--- config.mk ---
export PLATFORM = sky130hd
export DESIGN_NAME = a32dec_uncond
export DESIGN_NICKNAME = d
export VERILOG_FILES = /design/src/rtl/a32dec_pkg.sv /design/src/rtl/a32dec_uncond.sv
export SDC_FILE = /design/constraint.sdc
export NUM_CORES = 1
export LEC_CHECK = 0
export ABC_CLOCK_PERIOD_IN_PS = 1160
export BUFFER_PORTS_ARGS = -buffer_cell sky130_fd_sc_hd__buf_4
export CORE_AREA = 2 2 45 47
export DETAILED_ROUTE_END_ITERATION = 8
export DIE_AREA = 0 0 47 49
export GPL_TIMING_DRIVEN = 1
export PLACE_DENSITY_LB_ADDON = 0.05
export SLEW_MARGIN = 25
export SYNTH_ARGS = -nofsm -noshare
export SYNTH_HDL_FRONTEND = slang
export SYNTH_SLANG_ARGS = --single-unit
--- constraint.sdc ---
create_clock -name vclk -period 1.16
set_input_delay 0.116 -clock vclk [all_inputs]
set_output_delay 0.116 -clock vclk [all_outputs]
set_load 0.005 [all_outputs]
--- src/rtl/a32dec_pkg.sv ---
// a32dec_pkg: instruction class codes and shared types for the A32 class decoder.
// No dependencies.
package a32dec_pkg;

   typedef logic [7:0] class_type;

   localparam class_type K_UNDEF = 8'd0;
   localparam class_type K_AND_RS = 8'd1;
   localparam class_type K_LSL_R = 8'd14;
   localparam class_type K_BIC_RS = 8'd18;
   localparam class_type K_MVN_RS = 8'd19;
   localparam class_type K_AND_R = 8'd20;
   localparam class_type K_MOV_R = 8'd33;
   localparam class_type K_LSL_I = 8'd34;
   localparam class_type K_LSR_I = 8'd35;
   localparam class_type K_ASR_I = 8'd36;
   localparam class_type K_RRX = 8'd37;
   localparam class_type K_ROR_I = 8'd38;
   localparam class_type K_BIC_R = 8'd39;
   localparam class_type K_MVN_R = 8'd40;
   localparam class_type K_STR_R = 8'd41;
   localparam class_type K_STRT_R = 8'd42;
   localparam class_type K_LDR_R = 8'd43;
   localparam class_type K_LDRT_R = 8'd44;
   localparam class_type K_STRB_R = 8'd45;
   localparam class_type K_STRBT_R = 8'd46;
   localparam class_type K_LDRB_R = 8'd47;
   localparam class_type K_LDRBT_R = 8'd48;
   localparam class_type K_STR_I = 8'd49;
   localparam class_type K_STRT_I = 8'd50;
   localparam class_type K_LDR_L = 8'd51;
   localparam class_type K_LDR_I = 8'd52;
   localparam class_type K_LDRT_I = 8'd53;
   localparam class_type K_STRB_I = 8'd54;
   localparam class_type K_STRBT_I = 8'd55;
   localparam class_type K_LDRB_L = 8'd56;
   localparam class_type K_LDRB_I = 8'd57;
   localparam class_type K_LDRBT_I = 8'd58;
   localparam class_type K_SADD16 = 8'd59;
   localparam class_type K_PKH = 8'd77;
   localparam class_type K_SXTAB16 = 8'd78;
   localparam class_type K_SXTB16 = 8'd79;
   localparam class_type K_SEL = 8'd80;
   localparam class_type K_SSAT = 8'd81;
   localparam class_type K_SSAT16 = 8'd82;
   localparam class_type K_SXTAB = 8'd83;
   localparam class_type K_SXTB = 8'd84;
   localparam class_type K_REV = 8'd85;
   localparam class_type K_SXTAH = 8'd86;
   localparam class_type K_SXTH = 8'd87;
   localparam class_type K_REV16 = 8'd88;
   localparam class_type K_UXTAB16 = 8'd89;
   localparam class_type K_UXTB16 = 8'd90;
   localparam class_type K_USAT = 8'd91;
   localparam class_type K_USAT16 = 8'd92;
   localparam class_type K_UXTAB = 8'd93;
   localparam class_type K_UXTB = 8'd94;
   localparam class_type K_RBIT = 8'd95;
   localparam class_type K_UXTAH = 8'd96;
   localparam class_type K_UXTH = 8'd97;
   localparam class_type K_REVSH = 8'd98;
   localparam class_type K_SMLAD = 8'd99;
   localparam class_type K_SMUAD = 8'd100;
   localparam class_type K_SMLSD = 8'd101;
   localparam class_type K_SMUSD = 8'd102;
   localparam class_type K_SDIV = 8'd103;
   localparam class_type K_UDIV = 8'd104;
   localparam class_type K_SMLALD = 8'd105;
   localparam class_type K_SMLSLD = 8'd106;
   localparam class_type K_SMMLA = 8'd107;
   localparam class_type K_SMMUL = 8'd108;
   localparam class_type K_SMMLS = 8'd109;
   localparam class_type K_USAD8 = 8'd110;
   localparam class_type K_USADA8 = 8'd111;
   localparam class_type K_SBFX = 8'd112;
   localparam class_type K_BFC = 8'd113;
   localparam class_type K_BFI = 8'd114;
   localparam class_type K_UBFX = 8'd115;
   localparam class_type K_STMDA = 8'd116;
   localparam class_type K_LDMDA = 8'd117;
   localparam class_type K_STM = 8'd118;
   localparam class_type K_LDM = 8'd119;
   localparam class_type K_POP = 8'd120;
   localparam class_type K_STMDB = 8'd121;
   localparam class_type K_PUSH = 8'd122;
   localparam class_type K_LDMDB = 8'd123;
   localparam class_type K_STMIB = 8'd124;
   localparam class_type K_LDMIB = 8'd125;
   localparam class_type K_STM_USR = 8'd126;
   localparam class_type K_LDM_USR = 8'd127;
   localparam class_type K_LDM_EXRET = 8'd128;
   localparam class_type K_B = 8'd129;
   localparam class_type K_BLX = 8'd130;
   localparam class_type K_BL = 8'd131;
   localparam class_type K_SVC = 8'd132;
   localparam class_type K_STC = 8'd133;
   localparam class_type K_LDC_I = 8'd134;
   localparam class_type K_LDC_L = 8'd135;
   localparam class_type K_MCRR = 8'd136;
   localparam class_type K_MRRC = 8'd137;
   localparam class_type K_CDP = 8'd138;
   localparam class_type K_MCR = 8'd139;
   localparam class_type K_MRC = 8'd140;
   localparam class_type K_CPS = 8'd141;
   localparam class_type K_SETEND = 8'd142;
   localparam class_type K_UNPRED = 8'd143;
   localparam class_type K_NOP = 8'd144;
   localparam class_type K_PLI_I = 8'd145;
   localparam class_type K_PLD_I = 8'd146;
   localparam class_type K_PLD_L = 8'd147;
   localparam class_type K_CLREX = 8'd148;
   localparam class_type K_DSB = 8'd149;
   localparam class_type K_DMB = 8'd150;
   localparam class_type K_ISB = 8'd151;
   localparam class_type K_PLI_R = 8'd152;
   localparam class_type K_PLD_R = 8'd153;
   localparam class_type K_SRS = 8'd154;
   localparam class_type K_RFE = 8'd155;
   localparam class_type K_STC2 = 8'd156;
   localparam class_type K_LDC2_L = 8'd157;
   localparam class_type K_LDC2_I = 8'd158;
   localparam class_type K_MCRR2 = 8'd159;
   localparam class_type K_MRRC2 = 8'd160;
   localparam class_type K_CDP2 = 8'd161;
   localparam class_type K_MCR2 = 8'd162;
   localparam class_type K_MRC2 = 8'd163;

   localparam logic [3:0] COND_ALWAYS_NV = 4'hf;
   localparam logic [3:0] REG_PC = 4'hf;
   localparam logic [3:0] REG_SP = 4'hd;

   typedef struct packed {
      logic [31:0] instruction_word;
   } req_type;

   typedef struct packed {
      class_type instruction_class;
      logic      is_unpredictable;
   } rsp_type;

endpackage

--- src/rtl/a32dec_uncond.sv ---
// a32dec_uncond: class decode of words with condition 0xF.
// Depends on a32dec_pkg.
module a32dec_uncond import a32dec_pkg::*; (
   input  logic [31:0] w,
   output class_type   cls
);

   logic [7:0] op1;
   logic [3:0] op2;
   logic [3:0] rn;
   class_type  hint_cls;

   assign op1 = w[27:20];
   assign op2 = w[7:4];
   assign rn  = w[19:16];

   always_comb begin
      case (op1)
         8'h10: begin
            if (!op2[1] && !rn[0]) hint_cls = K_CPS;
            else if (op2 == 4'd0 && rn[0]) hint_cls = K_SETEND;
            else hint_cls = K_UNDEF;
         end
         8'h12: hint_cls = (op2 == 4'd7) ? K_UNPRED : K_UNDEF;
         8'h41, 8'h49: hint_cls = K_NOP;
         8'h45, 8'h4d: hint_cls = K_PLI_I;
         8'h51, 8'h59: hint_cls = (rn == REG_PC) ? K_UNPRED : K_PLD_I;
         8'h55, 8'h5d: hint_cls = (rn == REG_PC) ? K_PLD_L : K_PLD_I;
         8'h53: hint_cls = K_UNPRED;
         8'h57: begin
            case (op2)
               4'd1: hint_cls = K_CLREX;
               4'd4: hint_cls = K_DSB;
               4'd5: hint_cls = K_DMB;
               4'd6: hint_cls = K_ISB;
               default: hint_cls = K_UNPRED;
            endcase
         end
         8'h5b, 8'h5f: hint_cls = K_UNPRED;
         8'h61, 8'h69: hint_cls = op2[0] ? K_UNDEF : K_NOP;
         8'h65, 8'h6d: hint_cls = op2[0] ? K_UNDEF : K_PLI_R;
         8'h71, 8'h75, 8'h79, 8'h7d: hint_cls = op2[0] ? K_UNDEF : K_PLD_R;
         default: begin
            if ((op1 & 8'h77) == 8'h43) hint_cls = K_UNPRED;
            else if ((op1 & 8'h63) == 8'h63 && !op2[0]) hint_cls = K_UNPRED;
            else hint_cls = K_UNDEF;
         end
      endcase
   end

   always_comb begin
      cls = K_UNDEF;
      if (!op1[7]) cls = hint_cls;
      else if (op1[7:5] == 3'd4 && op1[2] && !op1[0]) cls = K_SRS;
      else if (op1[7:5] == 3'd4 && !op1[2] && op1[0]) cls = K_RFE;
      else if (op1[7:5] == 3'd5) cls = K_BLX;
      else if (op1[7:5] == 3'd6 && !op1[0] && op1 != 8'hc0 && op1 != 8'hc4) cls = K_STC2;
      else if (op1[7:5] == 3'd6 && op1[0] && op1 != 8'hc1 && op1 != 8'hc5)
         cls = (rn == REG_PC) ? K_LDC2_L : K_LDC2_I;
      else if (op1 == 8'hc4) cls = K_MCRR2;
      else if (op1 == 8'hc5) cls = K_MRRC2;
      else if (op1[7:4] == 4'he) begin
         if (!w[4]) cls = K_CDP2;
         else cls = op1[0] ? K_MRC2 : K_MCR2;
      end
   end

endmodule

==> impl_metrics.toml, run 1 <==
[run_status]
status = "finished with violations"
violations = "negative setup slack"

[route]
vias = 1006
drtIter0Drc = 11
remaining_drc_errors = 0
firstDrtPassIters = 4
wl_per_cell_um = 15.2
vias_per_cell = 5.59
wl_um = 2730
drtAntennaViolNets = 0

[grt]
grt.overflow.total = 0
grt_pass1_wl_um = 4020
grt_max_degree = 10
antenna_found_initial = 0
gr-usage-all-layers = 0.224
grt_pass1_vias = 975

[worst_setup_path]
endpoint_kind = "output port"
path_class = "primary input to output port"
critPathTopFamily = "buffers and inverters"
cp_num_buf_inv = 4
cp-startpoint = "w[25]"
cp_max_fo = 5
crit_arrival_ns = 1.41
required_ns = 1.04
path_cells = "buf_8 -> buf_4 -> buf_4 -> nor3_1 -> o21ai_2 -> a311oi_2 -> a41oi_1 -> buf_4"
cp_slowest_cell = "a311oi_2"
critPathLaunchType = "primary input"
slowest_delay_ns = 0.29
timing.critical_path.mode_cell = "buf_4"

[cells_and_area]
clkbuf_count = 0
fill_cells = 156
multi_input_area_um2 = 691
final_area_um2 = 1280
drive_gt1_frac = 0.608
seq_cells = 0
area_growth_pct = 111
insertedDiodeCount = 0
final_cells = 180
fin_nets = 187
seqCellArea_um2 = 0

[floorplanning]
num_rows = 16
die_h_um = 49
core_region_area_um2 = 1840
ios = 40
dieArea_um2 = 2300
start_util = 0.331
die_x_um = 47

[worst_hold_path]
hp-class = "primary input to output port"
min_from = "w[20]"

[run]
drv_cap = 0

[synthesis]
synth_nets = 129
ys_warn_count = 0
yosysUniqueCellTypes = 39
yosysSeqAreaShare = 0
netlist_area_um2 = 609
postSynthAreaPerCell_um2 = 6.28
synth_cells = 97

[sta]
fin_ws_ns = -0.368
fmax_mhz = 655
tns_ns = -1.90
timing.final.crit_share = 1.32
rsz0062_at_grt = "true"
setup_viol = 7
fin_hold_ws_ns = 0.714
hold_viol = 0
period_needed_ns = 1.53
slew_viol_final = 0

[power]
total_power_uw = 406
p_per_area_nw_per_um2 = 316
ir_worst_vdd_v = 0.000188
p_leak_nw = 0.546

[placement]
place_hpwl_um = 1880
numPortBuffers = 23
dpl_cell_area_um2 = 1060
dp.cells = 175
globalplace.congestion = 0.883
## tightest hold or removal path: stages
cell and delay [ns]:
buf_4 0.15, o21ai_0 0.10, a31oi_1 0.09, buf_4 0.14
## cells in the final DEF (no fill, tap or decap), types with 3 or more instances in the layout
cell      count
buf_4        51
nor2_1        8
nand2b_1      4
o21ai_0       3
nand4_1       3
a31oi_1       3
nand2_1       3
nor2b_1       4
o21ai_1       3
nor3_1        3
a21oi_1       5
nor3_2        3
buf_6        11
## through the flow
step	setup WS [ns]	util
3_3_place_gp	-0.433	0.577
2_1_floorplan	-0.108	-
3_5_place_dp	-0.419	0.577
6_report	-0.368	0.698
5_1_grt	-0.425	0.698
4_1_cts	-0.341	0.656
## power breakdown
part | internal (mW) | total [mW] | leakage, nW | switching, mW
Combinational | 0.227 | 0.406 | 0.546 | 0.179
Clock | 0 | 0 | 0 | 0
Sequential | 0 | 0 | 0 | 0
Total | 0.227 | 0.406 | 0.546 | 0.179
## cell usage after synthesis, types with 2 or more instances
library cell	n	area share
a21oi_1	7	0.057
a31oi_1	3	0.031
and4bb_2	2	0.041
buf_2	5	0.041
buf_4	3	0.037
nand2_1	5	0.031
nand2b_1	5	0.051
nand3_1	3	0.025
nand4_1	3	0.031
nor2_1	10	0.062
nor2b_1	5	0.051
nor3_1	6	0.049
nor3b_1	2	0.025
o21ai_0	7	0.057
o31ai_1	3	0.037
o32ai_1	2	0.029
or3_1	4	0.041
## cells by family after synthesis
kind of cell,share of synthesized area
simple gates,0.536
compound gates,0.351
buf+inv,0.0924
xor+xnor,0.0144
other cells,0.00615
## path summary, 6_finish.rpt
| check | depth (start not counted) | slack [ns] | to |
|---|---|---|---|
| worst max-delay path | 8 | -0.37 | cls[1] |
| worst min-delay path | 4 | 0.71 | cls[7] |
## layer usage
layer / routed length, um / global-route usage
met1: 1170 / 0.271
met2: 1460 / 0.411
met5: 0 / 0
met3: 43 / 0.00370
met4: 63 / 0.0602
## repair_timing
item | CTS | global route
hold buffers | 0 | 0
hold endpoints to repair | 0 | 0
setup buffers | 4 | 2
resized for setup | 31 | 14
setup endpoints to repair | 7 | 7
pin swaps | 16 | 16
## area by class of cell
| cell class | instances | share of cell area |
|---|---|---|
| Multi-Input combinational cell | 87 | 0.537 |
| Timing Repair Buffer | 65 | 0.433 |
| Tap cell | 27 | 0.0263 |
| Inverter | 1 | 0.00292 |
Note: power is estimated with default switching activity, not from simulation.
==> run 2, diff against run 1 <==
CORE_AREA = 2 2 49 51   (was 2 2 45 47)
DIE_AREA = 0 0 51 53   (was 0 0 47 49)
PLACE_DENSITY = 0.71   (was not set)
PLACE_DENSITY_LB_ADDON = not set   (was 0.05)
==> run 2 against run 1 <==
- the run still ends with negative setup slack left
- hold slack gained 0.021 ns
- sequential share of layout area is the same
- first-iteration DRC count grew 64%
- critical endpoint unchanged
- largest cell class unchanged
==> impl_metrics.toml, run 2 (synthesis results as in run 1) <==
[floorplanning]
die_h_um = 53
dieArea_um2 = 2700
num_rows = 17
die_x_um = 51
ios = 40
start_util = 0.284
core_region_area_um2 = 2150

[power]
p_leak_nw = 0.499
p_per_area_nw_per_um2 = 306
total_power_uw = 356
p_seq_frac = 0
comb_power_share = 1.000
clockPowerShare = 0
switching_share = 0.449
netSwitchingPower_uw = 160
ir_worst_vdd_v = 0.000149
p_int_uw = 196

[worst_setup_path]
slowest_delay_ns = 0.36
path_class = "primary input to output port"
critPathLaunchType = "primary input"
required_ns = 1.04
crit_arrival_ns = 1.43
cp_slowest_cell = "or3_1"
endpoint_kind = "output port"
timing.critical_path.mode_cell = "buf_4"
cp_max_fo = 4
cp-startpoint = "w[25]"
path_cells = "buf_6 -> nand3b_4 -> buf_4 -> or3_1 -> a311oi_1 -> a41oi_1 -> buf_4"

[worst_hold_path]
hp-class = "primary input to output port"
hold_depth = 4
min_from = "w[27]"
min_to = "cls[0]"

[grt]
gr-usage-all-layers = 0.187
grt_pass1_wl_um = 4000
antenna_found_initial = 0
grt_pass1_vias = 923
grt.overflow.total = 0
grt_max_degree = 11

[clock_tree]
hold_buffers = 0

[placement]
place_hpwl_um = 1780
dp_slack_ns = -0.389
numPortBuffers = 23
globalplace.congestion = 0.855

[cells_and_area]
seq_cells = 0
fin_nets = 181
seqCellArea_um2 = 0
final_common_cell = "buf_4"
utilization = 0.541
clkbuf_count = 0
drive_gt1_frac = 0.551
mostFrequentLayoutCells = "buf_4 (49), buf_6 (10), nor2_1 (8), nor3_1 (6), a21oi_1 (5)"
insertedDiodeCount = 0
area_growth_pct = 90.8

[route]
drtAntennaViolNets = 0
firstDrtPassIters = 4
remaining_drc_errors = 0
vias = 984
drtIter0Drc = 18
wl_um = 2520
vias_per_cell = 5.62
wl_per_cell_um = 14.4

[run_status]
status = "finished with violations"
violations = "negative setup slack"

[sta]
slew_viol_final = 0
period_needed_ns = 1.54
rsz0062_at_grt = "true"
fin_ws_ns = -0.381
hold_viol = 0
setup_viol = 7
timing.final.crit_share = 1.33
fmax_mhz = 649

[run]
drv_cap = 0
## run 2: cell count changes in the layout (fill, tap and decap cells not counted), sizes merged
cell / previous run / this run
buf: 65 / 59
## run 2: area by class of cell
type | instances | area (um^2)
fillers | 206 | 986
inverters | 1 | 3.75
multi-input cells | 87 | 643
well taps | 28 | 35.0
repair buffers | 59 | 480
## run 2: through the flow
| step | instance area [um^2] | std cells | setup TNS, ns | hold slack [ns] |
|---|---|---|---|---|
| floorplan | 628 | 97 | -0.295 | 0.391 |
| global placement | 998 | 169 | -2.19 | 0.716 |
| detailed placement | 998 | 169 | -2.25 | 0.712 |
| CTS | 1090 | 173 | -2.05 | 0.709 |
| global route | 1160 | 175 | -2.31 | 0.762 |
| finish | 1160 | 175 | -1.97 | 0.734 |
## run 2: what timing repair did
item / CTS / global route
resized for setup: 18 / 13
endpoints found under the setup margin: 7 / 7
pin swaps: 12 / 6
setup buffers: 5 / 2
## run 2: worst max-delay path, delay by kind of cell
kind            cells  cell delay (ns)
compound gates      2             0.38
buf+inv             3             0.41
simple gates        2             0.52
## run 2: power by group through the flow
stage	combinational [mW]	sequential, mW	clock, mW
floorplan	0.139	0	0
global placement	0.298	0	0
detailed placement	0.301	0	0
CTS	0.328	0	0
global route	0.383	0	0
finish	0.356	0	0
## run 2: worst max path at each step
stage          endpoint  slack [ns]  cells after the start
2_1_floorplan    cls[1]       -0.11                      5
3_3_place_gp     cls[1]       -0.38                      7
3_5_place_dp     cls[1]       -0.39                      7
4_1_cts          cls[1]       -0.37                      7
5_1_grt          cls[0]       -0.41                      8
6_report         cls[1]       -0.38                      7
## run 2: metal layers
metal | vias up | part of all wire | wire (um) | track usage
met2 | 42 | 0.51 | 1290 | 0.374
met3 | 6 | 0.045 | 113 | 0.00565
met5 | - | 0 | 0 | 0
met4 | 0 | 0.015 | 37 | 0.0180
met1 | 462 | 0.43 | 1080 | 0.226
li1 | 474 | - | - | -
==> run 3, diff against run 2 <==
CORE_AREA = 2 2 44 56   (was 2 2 49 51)
DIE_AREA = 0 0 46 58   (was 0 0 51 53)
SLEW_MARGIN = 20   (was 25)
==> run 3 against run 2 <==
- the run still ends with negative setup slack left
- cell count decreased by 5.1%
- sequential cell count is the same
- non-clock buffer count fell by 2
- combinational power is essentially flat
- largest power group unchanged
==> impl_metrics.toml, run 3 (synthesis results as in run 1) <==
[route]
drtIter0Drc = 21
wl_um = 2590
top_layer_used = "met4"
met2_length_um = 1430
drtAntennaViolNets = 0
remaining_drc_errors = 0
vias = 959
wl_met1_um = 1040
firstDrtPassIters = 4
vias_per_cell = 5.78
wl_met3_um = 83
wl_per_cell_um = 15.6

[grt]
grt_pass1_vias = 911
gr-usage-all-layers = 0.182
grt_pass1_wl_um = 3860
grt.overflow.total = 0
grt_max_degree = 11
antenna_found_initial = 0

[cells_and_area]
clkbuf_count = 0
drive_gt1_frac = 0.566
final_common_cell = "buf_4"
seqCellArea_um2 = 0
fin_nets = 179
insertedDiodeCount = 0
utilization = 0.533
mostFrequentLayoutCells = "buf_4 (52), nor2_1 (8), a21oi_1 (5)"
seq_cells = 0
area_growth_pct = 87.1
final_cells = 166

[power]
ir_worst_vdd_v = 0.000162
total_power_uw = 357
p_leak_nw = 0.484
p_per_area_nw_per_um2 = 313

[sta]
hold_viol = 0
rsz0062_at_grt = "true"
fmax_mhz = 650
setup_viol = 7
slew_viol_final = 0
fin_hold_ws_ns = 0.709
fin_ws_ns = -0.378
timing.final.crit_share = 1.33
period_needed_ns = 1.54

[placement]
place_hpwl_um = 1890
dp.cells = 164
numPortBuffers = 23
dp_slack_ns = -0.450
globalplace.congestion = 0.901

[floorplanning]
dieArea_um2 = 2670
ios = 40
die_x_um = 46
num_rows = 19
core_region_area_um2 = 2140
start_util = 0.285
die_h_um = 58

[run_status]
violations = "negative setup slack"
status = "finished with violations"

[worst_setup_path]
crit_arrival_ns = 1.42
required_ns = 1.04
critPathLaunchType = "primary input"
cp_max_fo = 5
endpoint_kind = "output port"
path_class = "primary input to output port"

[worst_hold_path]
hp-class = "primary input to output port"

[run]
drv_cap = 0

[clock_tree]
hold_buffers = 0
[run 3: cell types whose count changed in the layout (fill, tap and decap cells not counted), sizes merged]
cell  delta
buf      -2
[run 3: routing by layer]
metal / GRT usage / vias up
met5: 0 / -
met3: 0.00312 / 6
met2: 0.335 / 32
met4: 0.0245 / 0
li1: - / 471
met1: 0.234 / 450
[run 3: worst max-delay path, stage by stage]
cell,delay (ns)
buf_8,0.10
nand2b_4,0.16
or4_4,0.50
a21oi_2,0.16
a311oi_2,0.07
a41oi_2,0.18
buf_4,0.13
[run 3: timing repair]
action	in CTS	in global routing
setup buffers	2	1
setup endpoints to repair	7	7
gates resized for setup	21	9
pin swaps	12	10
[run 3: power by group]
part / switching, mW / internal, mW
Sequential: 0 / 0
Clock: 0 / 0
Combinational: 0.161 / 0.195
Total: 0.161 / 0.195
[run 3: through the flow]
step                      TNS, ns  area, um^2
after global routing        -2.48        1140
final                       -2.05        1140
after detailed placement    -2.45        1000
after CTS                   -2.14        1100
after floorplan            -0.295         628
after global placement      -2.23        1000
[run 3: layout make-up]
cell class	count	area [um^2]
repair buffers	57	454
multi-input cells	87	656
fillers	205	1000
well taps	21	26.3
inverters	1	3.75
[run 3: worst paths after layout]
| path | from | to | slack (ns) | cells past startpoint |
|---|---|---|---|---|
| min | w[27] | cls[0] | 0.71 | 4 |
| max | w[23] | cls[1] | -0.38 | 7 |
