$ cat config.mk
export PLATFORM = sky130hd
export DESIGN_NAME = a32dec_cond
export DESIGN_NICKNAME = d
export VERILOG_FILES = /design/src/rtl/a32dec_pkg.sv /design/src/rtl/a32dec_cond.sv
export SDC_FILE = /design/constraint.sdc
export NUM_CORES = 1
export LEC_CHECK = 0
export ABC_AREA = 1
export ABC_CLOCK_PERIOD_IN_PS = 4200
export BUFFER_PORTS_ARGS = -buffer_cell sky130_fd_sc_hd__buf_2
export CAP_MARGIN = 20
export CORE_MARGIN = 2
export CORE_UTILIZATION = 55
export DETAILED_ROUTE_END_ITERATION = 8
export PLACE_DENSITY = 0.91
export RECOVER_POWER = 100
export SETUP_SLACK_MARGIN = 0.2
export SYNTH_ARGS = -nofsm -noshare
export SYNTH_HDL_FRONTEND = slang
export SYNTH_SLANG_ARGS = --single-unit
$ cat constraint.sdc
create_clock -name vclk -period 4.2
set_clock_uncertainty 0.2 [all_clocks]
set_input_delay 0.84 -clock vclk [all_inputs]
set_output_delay 0.84 -clock vclk [all_outputs]
set_load 0.01 [all_outputs]
$ cat src/rtl/a32dec_pkg.sv
// a32dec_pkg: instruction class codes and shared types for the A32 class decoder.
// No dependencies.
package a32dec_pkg;

   typedef logic [7:0] class_type;

   localparam class_type K_UNDEF = 8'd0;
   localparam class_type K_AND_RS = 8'd1;
   localparam class_type K_LSL_R = 8'd14;
   localparam class_type K_BIC_RS = 8'd18;
   localparam class_type K_MVN_RS = 8'd19;
   localparam class_type K_AND_R = 8'd20;
   localparam class_type K_MOV_R = 8'd33;
   localparam class_type K_LSL_I = 8'd34;
   localparam class_type K_LSR_I = 8'd35;
   localparam class_type K_ASR_I = 8'd36;
   localparam class_type K_RRX = 8'd37;
   localparam class_type K_ROR_I = 8'd38;
   localparam class_type K_BIC_R = 8'd39;
   localparam class_type K_MVN_R = 8'd40;
   localparam class_type K_STR_R = 8'd41;
   localparam class_type K_STRT_R = 8'd42;
   localparam class_type K_LDR_R = 8'd43;
   localparam class_type K_LDRT_R = 8'd44;
   localparam class_type K_STRB_R = 8'd45;
   localparam class_type K_STRBT_R = 8'd46;
   localparam class_type K_LDRB_R = 8'd47;
   localparam class_type K_LDRBT_R = 8'd48;
   localparam class_type K_STR_I = 8'd49;
   localparam class_type K_STRT_I = 8'd50;
   localparam class_type K_LDR_L = 8'd51;
   localparam class_type K_LDR_I = 8'd52;
   localparam class_type K_LDRT_I = 8'd53;
   localparam class_type K_STRB_I = 8'd54;
   localparam class_type K_STRBT_I = 8'd55;
   localparam class_type K_LDRB_L = 8'd56;
   localparam class_type K_LDRB_I = 8'd57;
   localparam class_type K_LDRBT_I = 8'd58;
   localparam class_type K_SADD16 = 8'd59;
   localparam class_type K_PKH = 8'd77;
   localparam class_type K_SXTAB16 = 8'd78;
   localparam class_type K_SXTB16 = 8'd79;
   localparam class_type K_SEL = 8'd80;
   localparam class_type K_SSAT = 8'd81;
   localparam class_type K_SSAT16 = 8'd82;
   localparam class_type K_SXTAB = 8'd83;
   localparam class_type K_SXTB = 8'd84;
   localparam class_type K_REV = 8'd85;
   localparam class_type K_SXTAH = 8'd86;
   localparam class_type K_SXTH = 8'd87;
   localparam class_type K_REV16 = 8'd88;
   localparam class_type K_UXTAB16 = 8'd89;
   localparam class_type K_UXTB16 = 8'd90;
   localparam class_type K_USAT = 8'd91;
   localparam class_type K_USAT16 = 8'd92;
   localparam class_type K_UXTAB = 8'd93;
   localparam class_type K_UXTB = 8'd94;
   localparam class_type K_RBIT = 8'd95;
   localparam class_type K_UXTAH = 8'd96;
   localparam class_type K_UXTH = 8'd97;
   localparam class_type K_REVSH = 8'd98;
   localparam class_type K_SMLAD = 8'd99;
   localparam class_type K_SMUAD = 8'd100;
   localparam class_type K_SMLSD = 8'd101;
   localparam class_type K_SMUSD = 8'd102;
   localparam class_type K_SDIV = 8'd103;
   localparam class_type K_UDIV = 8'd104;
   localparam class_type K_SMLALD = 8'd105;
   localparam class_type K_SMLSLD = 8'd106;
   localparam class_type K_SMMLA = 8'd107;
   localparam class_type K_SMMUL = 8'd108;
   localparam class_type K_SMMLS = 8'd109;
   localparam class_type K_USAD8 = 8'd110;
   localparam class_type K_USADA8 = 8'd111;
   localparam class_type K_SBFX = 8'd112;
   localparam class_type K_BFC = 8'd113;
   localparam class_type K_BFI = 8'd114;
   localparam class_type K_UBFX = 8'd115;
   localparam class_type K_STMDA = 8'd116;
   localparam class_type K_LDMDA = 8'd117;
   localparam class_type K_STM = 8'd118;
   localparam class_type K_LDM = 8'd119;
   localparam class_type K_POP = 8'd120;
   localparam class_type K_STMDB = 8'd121;
   localparam class_type K_PUSH = 8'd122;
   localparam class_type K_LDMDB = 8'd123;
   localparam class_type K_STMIB = 8'd124;
   localparam class_type K_LDMIB = 8'd125;
   localparam class_type K_STM_USR = 8'd126;
   localparam class_type K_LDM_USR = 8'd127;
   localparam class_type K_LDM_EXRET = 8'd128;
   localparam class_type K_B = 8'd129;
   localparam class_type K_BLX = 8'd130;
   localparam class_type K_BL = 8'd131;
   localparam class_type K_SVC = 8'd132;
   localparam class_type K_STC = 8'd133;
   localparam class_type K_LDC_I = 8'd134;
   localparam class_type K_LDC_L = 8'd135;
   localparam class_type K_MCRR = 8'd136;
   localparam class_type K_MRRC = 8'd137;
   localparam class_type K_CDP = 8'd138;
   localparam class_type K_MCR = 8'd139;
   localparam class_type K_MRC = 8'd140;
   localparam class_type K_CPS = 8'd141;
   localparam class_type K_SETEND = 8'd142;
   localparam class_type K_UNPRED = 8'd143;
   localparam class_type K_NOP = 8'd144;
   localparam class_type K_PLI_I = 8'd145;
   localparam class_type K_PLD_I = 8'd146;
   localparam class_type K_PLD_L = 8'd147;
   localparam class_type K_CLREX = 8'd148;
   localparam class_type K_DSB = 8'd149;
   localparam class_type K_DMB = 8'd150;
   localparam class_type K_ISB = 8'd151;
   localparam class_type K_PLI_R = 8'd152;
   localparam class_type K_PLD_R = 8'd153;
   localparam class_type K_SRS = 8'd154;
   localparam class_type K_RFE = 8'd155;
   localparam class_type K_STC2 = 8'd156;
   localparam class_type K_LDC2_L = 8'd157;
   localparam class_type K_LDC2_I = 8'd158;
   localparam class_type K_MCRR2 = 8'd159;
   localparam class_type K_MRRC2 = 8'd160;
   localparam class_type K_CDP2 = 8'd161;
   localparam class_type K_MCR2 = 8'd162;
   localparam class_type K_MRC2 = 8'd163;

   localparam logic [3:0] COND_ALWAYS_NV = 4'hf;
   localparam logic [3:0] REG_PC = 4'hf;
   localparam logic [3:0] REG_SP = 4'hd;

   typedef struct packed {
      logic [31:0] instruction_word;
   } req_type;

   typedef struct packed {
      class_type instruction_class;
      logic      is_unpredictable;
   } rsp_type;

endpackage

$ cat src/rtl/a32dec_cond.sv
// a32dec_cond: class decode of words with a condition other than 0xF.
// Depends on a32dec_pkg.
module a32dec_cond import a32dec_pkg::*; (
   input  logic [31:0] w,
   output class_type   cls
);

   function automatic class_type alu_group(input logic [4:0] op, input class_type base);
      class_type r;
      r = K_UNDEF;
      if (op[4] == 1'b0) r = base + class_type'(op[4:1]);
      else if (op == 5'h11) r = base + 8'd8;
      else if (op == 5'h13) r = base + 8'd9;
      else if (op == 5'h15) r = base + 8'd10;
      else if (op == 5'h17) r = base + 8'd11;
      else if (op[4:1] == 4'hc) r = base + 8'd12;
      return r;
   endfunction

   function automatic class_type dp_shreg(input logic [31:0] x);
      class_type r;
      if (x[24:21] == 4'hd) r = K_LSL_R + class_type'(x[6:5]);
      else if (x[24:21] == 4'he) r = K_BIC_RS;
      else if (x[24:21] == 4'hf) r = K_MVN_RS;
      else r = alu_group(x[24:20], K_AND_RS);
      return r;
   endfunction

   function automatic class_type dp_reg(input logic [31:0] x);
      class_type r;
      logic      z;
      z = (x[11:7] == 5'd0);
      if (x[24:21] == 4'hd) begin
         case (x[6:5])
            2'd0: r = z ? K_MOV_R : K_LSL_I;
            2'd1: r = K_LSR_I;
            2'd2: r = K_ASR_I;
            default: r = z ? K_RRX : K_ROR_I;
         endcase
      end else if (x[24:21] == 4'he) r = K_BIC_R;
      else if (x[24:21] == 4'hf) r = K_MVN_R;
      else r = alu_group(x[24:20], K_AND_R);
      return r;
   endfunction

   function automatic class_type dp_misc(input logic [31:0] x);
      class_type r;
      logic      ms;
      ms = (x[24:20] & 5'h19) == 5'h10;
      r = K_UNDEF;
      if (!x[25] && !ms) begin
         if (!x[4]) r = dp_reg(x);
         else if (!x[7]) r = dp_shreg(x);
      end
      return r;
   endfunction

   function automatic class_type ldst(input logic [31:0] x);
      class_type  r;
      logic [2:0] k;
      logic       t;
      logic       lit;
      k = {x[22], 1'b0, x[20]};
      t = ~x[24] & x[21];
      lit = (x[19:16] == REG_PC);
      if (x[25]) begin
         if (x[4]) r = K_UNDEF;
         else begin
            case (k)
               3'd0: r = t ? K_STRT_R : K_STR_R;
               3'd1: r = t ? K_LDRT_R : K_LDR_R;
               3'd4: r = t ? K_STRBT_R : K_STRB_R;
               default: r = t ? K_LDRBT_R : K_LDRB_R;
            endcase
         end
      end else begin
         case (k)
            3'd0: r = t ? K_STRT_I : K_STR_I;
            3'd1: r = t ? K_LDRT_I : (lit ? K_LDR_L : K_LDR_I);
            3'd4: r = t ? K_STRBT_I : K_STRB_I;
            default: r = t ? K_LDRBT_I : (lit ? K_LDRB_L : K_LDRB_I);
         endcase
      end
      return r;
   endfunction

   function automatic class_type par_addsub(input logic [31:0] x);
      class_type  r;
      logic [2:0] idx;
      logic       ok;
      ok = 1'b1;
      idx = x[7:5];
      if (x[7:5] == 3'd7) idx = 3'd5;
      else if (x[7:5] > 3'd4) ok = 1'b0;
      if (x[21:20] == 2'd0 || !ok) r = K_UNDEF;
      else r = K_SADD16 + 8'd6 * class_type'(x[21:20] - 2'd1) + class_type'(idx);
      return r;
   endfunction

   function automatic class_type packing(input logic [31:0] x);
      class_type  r;
      logic [2:0] o1;
      logic [2:0] o2;
      logic       a;
      o1 = x[22:20];
      o2 = x[7:5];
      a = (x[19:16] == REG_PC);
      r = K_UNDEF;
      if (o1 == 3'd0 && !o2[0]) r = K_PKH;
      else if (o1 == 3'd0 && o2 == 3'd3) r = a ? K_SXTB16 : K_SXTAB16;
      else if (o1 == 3'd0 && o2 == 3'd5) r = K_SEL;
      else if (o1[2:1] == 2'd1 && !o2[0]) r = K_SSAT;
      else if (o1 == 3'd2 && o2 == 3'd1) r = K_SSAT16;
      else if (o1 == 3'd2 && o2 == 3'd3) r = a ? K_SXTB : K_SXTAB;
      else if (o1 == 3'd3 && o2 == 3'd1) r = K_REV;
      else if (o1 == 3'd3 && o2 == 3'd3) r = a ? K_SXTH : K_SXTAH;
      else if (o1 == 3'd3 && o2 == 3'd5) r = K_REV16;
      else if (o1 == 3'd4 && o2 == 3'd3) r = a ? K_UXTB16 : K_UXTAB16;
      else if (o1[2:1] == 2'd3 && !o2[0]) r = K_USAT;
      else if (o1 == 3'd6 && o2 == 3'd1) r = K_USAT16;
      else if (o1 == 3'd6 && o2 == 3'd3) r = a ? K_UXTB : K_UXTAB;
      else if (o1 == 3'd7 && o2 == 3'd1) r = K_RBIT;
      else if (o1 == 3'd7 && o2 == 3'd3) r = a ? K_UXTH : K_UXTAH;
      else if (o1 == 3'd7 && o2 == 3'd5) r = K_REVSH;
      return r;
   endfunction

   function automatic class_type smul_div(input logic [31:0] x);
      class_type  r;
      logic [2:0] o1;
      logic [2:0] o2;
      logic [1:0] h;
      logic       a;
      o1 = x[22:20];
      o2 = x[7:5];
      h = o2[2:1];
      a = (x[15:12] == REG_PC);
      r = K_UNDEF;
      if (o1 == 3'd0 && h == 2'd0) r = a ? K_SMUAD : K_SMLAD;
      else if (o1 == 3'd0 && h == 2'd1) r = a ? K_SMUSD : K_SMLSD;
      else if (o1 == 3'd1 && o2 == 3'd0) r = K_SDIV;
      else if (o1 == 3'd3 && o2 == 3'd0) r = K_UDIV;
      else if (o1 == 3'd4 && h == 2'd0) r = K_SMLALD;
      else if (o1 == 3'd4 && h == 2'd1) r = K_SMLSLD;
      else if (o1 == 3'd5 && h == 2'd0) r = a ? K_SMMUL : K_SMMLA;
      else if (o1 == 3'd5 && h == 2'd3) r = K_SMMLS;
      return r;
   endfunction

   function automatic class_type media(input logic [31:0] x);
      class_type  r;
      logic [4:0] o1;
      o1 = x[24:20];
      r = K_UNDEF;
      if (o1[4:3] == 2'b00) r = par_addsub(x);
      else if (o1[4:3] == 2'b01) r = packing(x);
      else if (o1[4:3] == 2'b10) r = smul_div(x);
      else if (o1 == 5'h18 && x[7:5] == 3'd0)
         r = (x[15:12] == REG_PC) ? K_USAD8 : K_USADA8;
      else if (o1[4:1] == 4'hd && x[6:5] == 2'd2) r = K_SBFX;
      else if (o1[4:1] == 4'he && x[6:5] == 2'd0)
         r = (x[3:0] == REG_PC) ? K_BFC : K_BFI;
      else if (o1[4:1] == 4'hf && x[6:5] == 2'd2) r = K_UBFX;
      return r;
   endfunction

   function automatic class_type block_branch(input logic [31:0] x);
      class_type  r;
      logic [5:0] op;
      logic       sp;
      op = x[25:20];
      sp = (x[19:16] == REG_SP);
      if (op == 6'h00 || op == 6'h02) r = K_STMDA;
      else if (op == 6'h01 || op == 6'h03) r = K_LDMDA;
      else if (op == 6'h08 || op == 6'h0a) r = K_STM;
      else if (op == 6'h09) r = K_LDM;
      else if (op == 6'h0b) r = sp ? K_POP : K_LDM;
      else if (op == 6'h10) r = K_STMDB;
      else if (op == 6'h12) r = sp ? K_PUSH : K_STMDB;
      else if (op == 6'h11 || op == 6'h13) r = K_LDMDB;
      else if (op == 6'h18 || op == 6'h1a) r = K_STMIB;
      else if (op == 6'h19 || op == 6'h1b) r = K_LDMIB;
      else if ((op & 6'h25) == 6'h04) r = K_STM_USR;
      else if ((op & 6'h25) == 6'h05) r = x[15] ? K_LDM_EXRET : K_LDM_USR;
      else if (op[5:4] == 2'b10) r = K_B;
      else r = K_BL;
      return r;
   endfunction

   function automatic class_type copro_svc(input logic [31:0] x);
      class_type  r;
      logic [5:0] o1;
      o1 = x[25:20];
      r = K_UNDEF;
      if (o1 <= 6'd1) r = K_UNDEF;
      else if (o1[5:4] == 2'b11) r = K_SVC;
      else if (x[11:8] == 4'd10 || x[11:8] == 4'd11) r = K_UNDEF;
      else if ((o1 & 6'h21) == 6'h00 && (o1 & 6'h3b) != 6'h00) r = K_STC;
      else if ((o1 & 6'h21) == 6'h01 && (o1 & 6'h3b) != 6'h01)
         r = (x[19:16] != REG_PC) ? K_LDC_I : K_LDC_L;
      else if (o1 == 6'd4) r = K_MCRR;
      else if (o1 == 6'd5) r = K_MRRC;
      else if (o1[5:4] == 2'b10 && !x[4]) r = K_CDP;
      else if ((o1 & 6'h31) == 6'h20 && x[4]) r = K_MCR;
      else if ((o1 & 6'h31) == 6'h21 && x[4]) r = K_MRC;
      return r;
   endfunction

   always_comb begin
      case (w[27:25])
         3'd0, 3'd1: cls = dp_misc(w);
         3'd2: cls = ldst(w);
         3'd3: cls = w[4] ? media(w) : ldst(w);
         3'd4, 3'd5: cls = block_branch(w);
         default: cls = copro_svc(w);
      endcase
   end

endmodule

==> results.txt, run 1 <==
outcome = completed
number of diodes = 0
die area = 4680 um^2
ratio of routed vias to standard cells = 6.19
Core ar. = 4000 um^2
synthesized instance count = 466
post-route insts no fill = 557
wire length of the first global-routing pass = 13.4 mm
number of nets in the synthesized netlist = 514
initial cell density of the core = 57.1%
Required @ worst endpoint = 3.16 ns
chip height = 68.4 um
routed wire length = 8.79 mm
share of synthesized area occupied by flip-flops and latches = 0%
total setup violations reported at the end of the flow = 0
Unique masters post-synth = 38
RSZ-0062 raised after global routing = true
top-level port count = 40
Core Rows = 23
timing startpoint of the critical path = w[20]
final critical path time including I/O delays and setup = 4.16 ns
Crit path depth = 15
cell area after placement = 2590 um^2
final cycle utilization of the critical path = 99.1%
drc violations = 0
stage delay of the slowest cell on the critical path = 0.46 ns
Least-Margin Pin Slew = 0.626 ns
largest fanout of any net on the critical path = 4
remaining antenna violation count after routing = 0
placed insts = 555
clk_buf instances = 0
worst-path cell chain = buf_8 -> inv_4 -> ha_4 -> xor2_1 -> ha_2 -> fa_2 -> a21oi_2 -> nand2_1 -> xor2_1 -> o21ai_1 -> nand2_1 -> o21ai_2 -> nand3b_1 -> nand3_2 -> buf_6
width of the die = 68.4 um
Yosys top cell by area = nand2_1
fraction of layout cells with a size suffix above 1 = 18.7%
drt pass-1 iters = 8
Slowest cell on crit path = fa_2
Static Leakage = 0.00148 uW
maximum vdd ir drop = 0.0000807 V
sequential cell area in the final layout = 0 um^2
arrival time worst endpoint = 3.12 ns
worst rel slew slack = 58.0%
worst setup path category = in -> out
count of final max-slew check failures = 0
timing-limited maximum frequency = 240 MHz
number of antenna violations at the first check in global routing = 0
synth top area cells = nand2_1 (22%), nor2_1 (11%), inv_1 (11%), nand3_1 (10%), ha_1 (7.7%)
synthesized cell area = 2280 um^2
path category of the worst min-delay check = in -> out
fill count = 426
Non-Filler Cell Area, Final = 2680 um^2
Tot Pwr = 288 uW
wire length per cell = 15.8 um
violation count after the first detailed-route iteration = 431
per-instance average area after synthesis = 4.90 um^2
maximum number of pins on one net before global-route repair = 18
placed wire-length estimate after detailed placement = 6.97 mm
top cell family by delay on the critical path = adder cells
number of nets in the layout = 557
total power divided by cell area = 107 nW/um^2
area grow syn2layout = 17.5%
routed via count = 3449
number of global-route vias before repair = 2983
final setup TNS = 0 ns
GRT Overall Usage = 37.8%
warning count from the yosys run = 0
Worst setup endpoint = cls[4]
Routability Congestion = 1.10
critical path buffer and inverter count = 3
number of buffer cells added on primary ports = 36
share of the synthesized area in the top cell type = 22.0%
Worst Setup Start Kind = input port
total global routing overflow = 0
hold violation total from the final report = 0
FFs & Latches = 0
max-capacitance violation count = 0
sort of element at the end of the critical path = output pin
[cell usage after synthesis]
master / n
inv_1: 65
nor3_2: 1
a21oi_1: 24
o211ai_1: 5
a21boi_0: 1
buf_4: 3
nor3b_1: 1
o2111ai_1: 3
nand3_1: 47
nand3b_1: 2
nor2_2: 2
a22oi_1: 1
a2111oi_0: 1
ha_1: 14
a31oi_1: 6
nor2_1: 66
a211o_1: 1
nand2_2: 4
fa_1: 2
a41oi_1: 2
nor2_4: 3
xor2_1: 2
buf_6: 2
o21ai_0: 23
buf_2: 3
clkbuf_1: 3
o21ai_1: 5
nand4_1: 10
or2_1: 1
a32oi_1: 1
nor3_1: 11
o22ai_1: 2
o41ai_1: 1
inv_2: 7
o21a_1: 1
nand2_1: 134
o31ai_1: 5
a21oi_2: 1
[worst min-delay path by stage]
stage               startpoint  depth (start not counted)  slack (ns)     end
floorplan                w[27]                          3        1.67  cls[1]
global placement         w[27]                          5        1.93  cls[1]
detailed placement       w[27]                          5        1.94  cls[1]
CTS                      w[27]                          5        1.95  cls[1]
global route             w[26]                          5        2.00  cls[6]
finish                   w[27]                          5        1.95  cls[1]
[cell usage in the layout, fill, tap and decap left out, drive strengths merged, types with 6 or more instances in the layout]
cell	netlist	final
nor2	71	71
nor3	12	12
a21oi	25	25
nand4	10	10
buf	8	52
ha	14	14
nand2	138	138
nand3	47	47
o21ai	28	28
inv	72	72
a31oi	6	6
[worst min-delay path, cell delays in order]
cell and delay (ns):
buf_2 0.12, a2111oi_0 0.08, nand2_1 0.07, nand3_1 0.05
buf_2 0.14
[per-stage QoR]
| step | setup WS (ns) | util, % | hold slack, ns |
|---|---|---|---|
| after floorplan | 0.228 | - | 1.67 |
| after global placement | 0.00404 | 64.7 | 1.93 |
| after detailed placement | -0.0717 | 64.7 | 1.94 |
| after CTS | 0.0639 | 66.0 | 1.95 |
| after global routing | -0.0677 | 67.1 | 2.00 |
| final | 0.0397 | 67.1 | 1.95 |
[repair_timing]
| action | 4_1_cts | 5_1_grt |
|---|---|---|
| setup buffers | 2 | 0 |
| resized for setup | 13 | 15 |
| endpoints found under the setup margin | 5 | 7 |
| pin swaps | 14 | 0 |
| gates cloned | 0 | 0 |
| hold buffers | 0 | 0 |
[layout make-up]
| cell class | count | area (um^2) | area share [%] |
|---|---|---|---|
| well taps | 50 | 62.6 | 2.33 |
| repair buffers | 52 | 327 | 12.2 |
| inverters | 72 | 275 | 10.3 |
| multi-input cells | 383 | 2020 | 75.2 |
[metal layers]
layer	up-vias	part of all wire, %	GRT usage [%]
li1	1619	-	-
met5	-	0	0
met2	254	44	64.9
met3	46	13	4.77
met1	1530	39	48.2
met4	0	4.2	12.5
[kinds of logic after synthesis]
group / count (synthesis) / synth area share [%]
simple gates: 282 / 53.2
buf+inv: 83 / 15.0
compound gates: 83 / 21.7
xor+xnor: 2 / 0.767
fa+ha+maj: 16 / 9.42
[where the power goes]
part / switching, uW / internal [uW]
Clock: 0 / 0
Combinational: 182 / 106
Sequential: 0 / 0
Total: 182 / 106
(Power assumes the default switching activity.)
==> run 2: changes to the inputs <==
--- a/config.mk
+++ b/config.mk
@@ -6,13 +6,13 @@
 export NUM_CORES = 1
 export LEC_CHECK = 0
 export ABC_AREA = 1
-export ABC_CLOCK_PERIOD_IN_PS = 4200
+export ABC_CLOCK_PERIOD_IN_PS = 4600
 export BUFFER_PORTS_ARGS = -buffer_cell sky130_fd_sc_hd__buf_2
 export CAP_MARGIN = 20
-export CORE_MARGIN = 2
-export CORE_UTILIZATION = 55
+export CORE_MARGIN = 1
+export CORE_UTILIZATION = 41
 export DETAILED_ROUTE_END_ITERATION = 8
-export PLACE_DENSITY = 0.91
+export PLACE_DENSITY = 0.71
 export RECOVER_POWER = 100
 export SETUP_SLACK_MARGIN = 0.2
 export SYNTH_ARGS = -nofsm -noshare
==> constraint.sdc (replaced) <==
create_clock -name vclk -period 4.6
set_clock_uncertainty 0.2 [all_clocks]
set_input_delay 0.92 -clock vclk [all_inputs]
set_output_delay 0.92 -clock vclk [all_outputs]
set_load 0.01 [all_outputs]
==> results.txt, run 2 (synthesized netlist as in run 1, its figures left out) <==
worst hold slack across all endpoints = 2.08 ns (+0.133 ns)
die area = 5870 um^2 (+25%)
net switching power of the design = 160 uW (-12%)
placed wire-length estimate after detailed placement = 6.99 mm (+0.32%)
top-level port count = 40 (unchanged)
maximum vdd ir drop = 0.0000429 V (-47%)
arrival time worst endpoint = 3.32 ns (+0.20 ns)
fraction of power spent switching nets = 63.3% (about the same)
cell area after placement = 2540 um^2 (-1.8%)
hold violation total from the final report = 0 (unchanged)
Non-Filler Cell Area, Final = 2630 um^2 (-1.9%)
outcome = completed
width of the die = 76.6 um (+12%)
total setup violations reported at the end of the flow = 0 (unchanged)
timing-limited maximum frequency = 225 MHz
number of antenna violations at the first check in global routing = 0 (unchanged)
number of nets in the layout = 554 (-0.54%)
number of diodes = 0 (unchanged)
final cycle utilization of the critical path = 96.4%
Core ar. = 5240 um^2 (+31%)
total global routing overflow = 0 (unchanged)
chip height = 76.6 um (+12%)
RSZ-0062 raised after global routing = true
path category of the worst min-delay check = in -> out
worst setup path category = in -> out
worst rel slew slack = 55.6% (-2.4 points)
final critical path time including I/O delays and setup = 4.44 ns
violation count after the first detailed-route iteration = 326 (-24%)
total power divided by cell area = 96.3 nW/um^2 (-10%)
Required @ worst endpoint = 3.48 ns (+0.32 ns)
Clk pwr share = 0% (unchanged)
wire length per cell = 15.2 um (-3.5%)
drt pass-1 iters = 6 (-2)
Tot Pwr = 253 uW (-12%)
Routability Congestion = 1.00 (-8.5%)
Worst Setup Start Kind = input port
power share of the sequential group = 0% (unchanged)
max-capacitance violation count = 0 (unchanged)
count of final max-slew check failures = 0 (unchanged)
number of buffer cells added on primary ports = 36 (unchanged)
fraction of layout cells with a size suffix above 1 = 14.7% (-4.1 points)
hold-fix buffer count after cts = 0 (unchanged)
FFs & Latches = 0 (unchanged)
number of global-route vias before repair = 2997 (+0.47%)
drc violations = 0 (unchanged)
share of the core filled with cells in the final layout = 50.3% (-17 points)
initial cell density of the core = 43.6% (-13 points)
Core Rows = 26 (+13%)
Least-Margin Pin Slew = 0.661 ns (+0.0354 ns)
combinational power share = 100.0% (about the same)
sequential cell area in the final layout = 0 um^2 (unchanged)
wire length of the first global-routing pass = 14.3 mm (+6.6%)
commonest non-fill, non-tap cell in the layout = nand2_1
commonest cells after routing, fill and taps aside = nand2_1 (134), nor2_1 (65), inv_1 (63), nand3_1 (47), buf_2 (31)
ratio of routed vias to standard cells = 5.86 (-5.4%)
remaining antenna violation count after routing = 0 (unchanged)
GRT Overall Usage = 30.1% (-7.7 points)
final setup TNS = 0 ns (unchanged)
area grow syn2layout = 15.3%
sort of element at the end of the critical path = output pin
routed via count = 3364 (-2.5%)
clk_buf instances = 0 (unchanged)
routed wire length = 8.74 mm (-0.57%)
Static Leakage = 0.00145 uW (-2.0%)
largest fanout of any net on the critical path = 4 (unchanged)
Internal = 92.9 uW (-12%)
maximum number of pins on one net before global-route repair = 18 (unchanged)
[run 2: cell count changes in the layout (fill, tap and decap cells not counted), sizes merged]
cell and delta:
buf -6, clkbuf +3
[run 2: worst paths after layout]
kind	endpoint	start	slack, ns	cells after the start
min	cls[1]	w[27]	2.08	5
max	cls[4]	w[20]	0.16	15
[run 2: final cells by class]
| cell class | instances | area [um^2] |
|---|---|---|
| well taps | 70 | 87.6 |
| multi-input cells | 383 | 1970 |
| inverters | 72 | 275 |
| repair buffers | 49 | 298 |
| fillers | 584 | 2610 |
[run 2: timing repair]
action | 4_1_cts | 5_1_grt
pin swaps | 2 | 11
setup buffers | 1 | 4
endpoints found under the setup margin | 2 | 4
gates resized for setup | 6 | 15
[run 2: per-layer routing]
layer  wire (um)  share of wire (%)  vias to the layer above  global-route usage (%)
li1            -                  -                     1622                       -
met1        3660                 42                     1457                    41.0
met2        3760                 43                      254                    49.2
met3        1040                 12                       31                    3.23
met4         281                3.2                        0                    9.23
met5           0                  0                        -                       0
[run 2: power groups by stage]
stage / clock (uW) / combinational (uW) / sequential, uW
finish: 0 / 253 / 0
global route: 0 / 281 / 0
CTS: 0 / 235 / 0
detailed placement: 0 / 228 / 0
global placement: 0 / 226 / 0
floorplan: 0 / 159 / 0
[run 2: critical path, stage by stage]
cell and delay (ns):
buf_8 0.07, inv_4 0.03, ha_4 0.26, xor2_1 0.16, ha_2 0.21, fa_2 0.47
a21oi_1 0.21, nand2_1 0.09, xor2_1 0.14, o21ai_1 0.14, nand2_1 0.08, o21ai_1 0.13
nand3b_1 0.14, nand3_1 0.13, buf_2 0.13
[run 2: per-stage QoR]
stage | cells | setup slack [ns]
global route | 574 | 0.0412
floorplan | 466 | 0.243
detailed placement | 569 | 0.0538
finish | 574 | 0.164
global placement | 569 | 0.107
CTS | 570 | 0.181
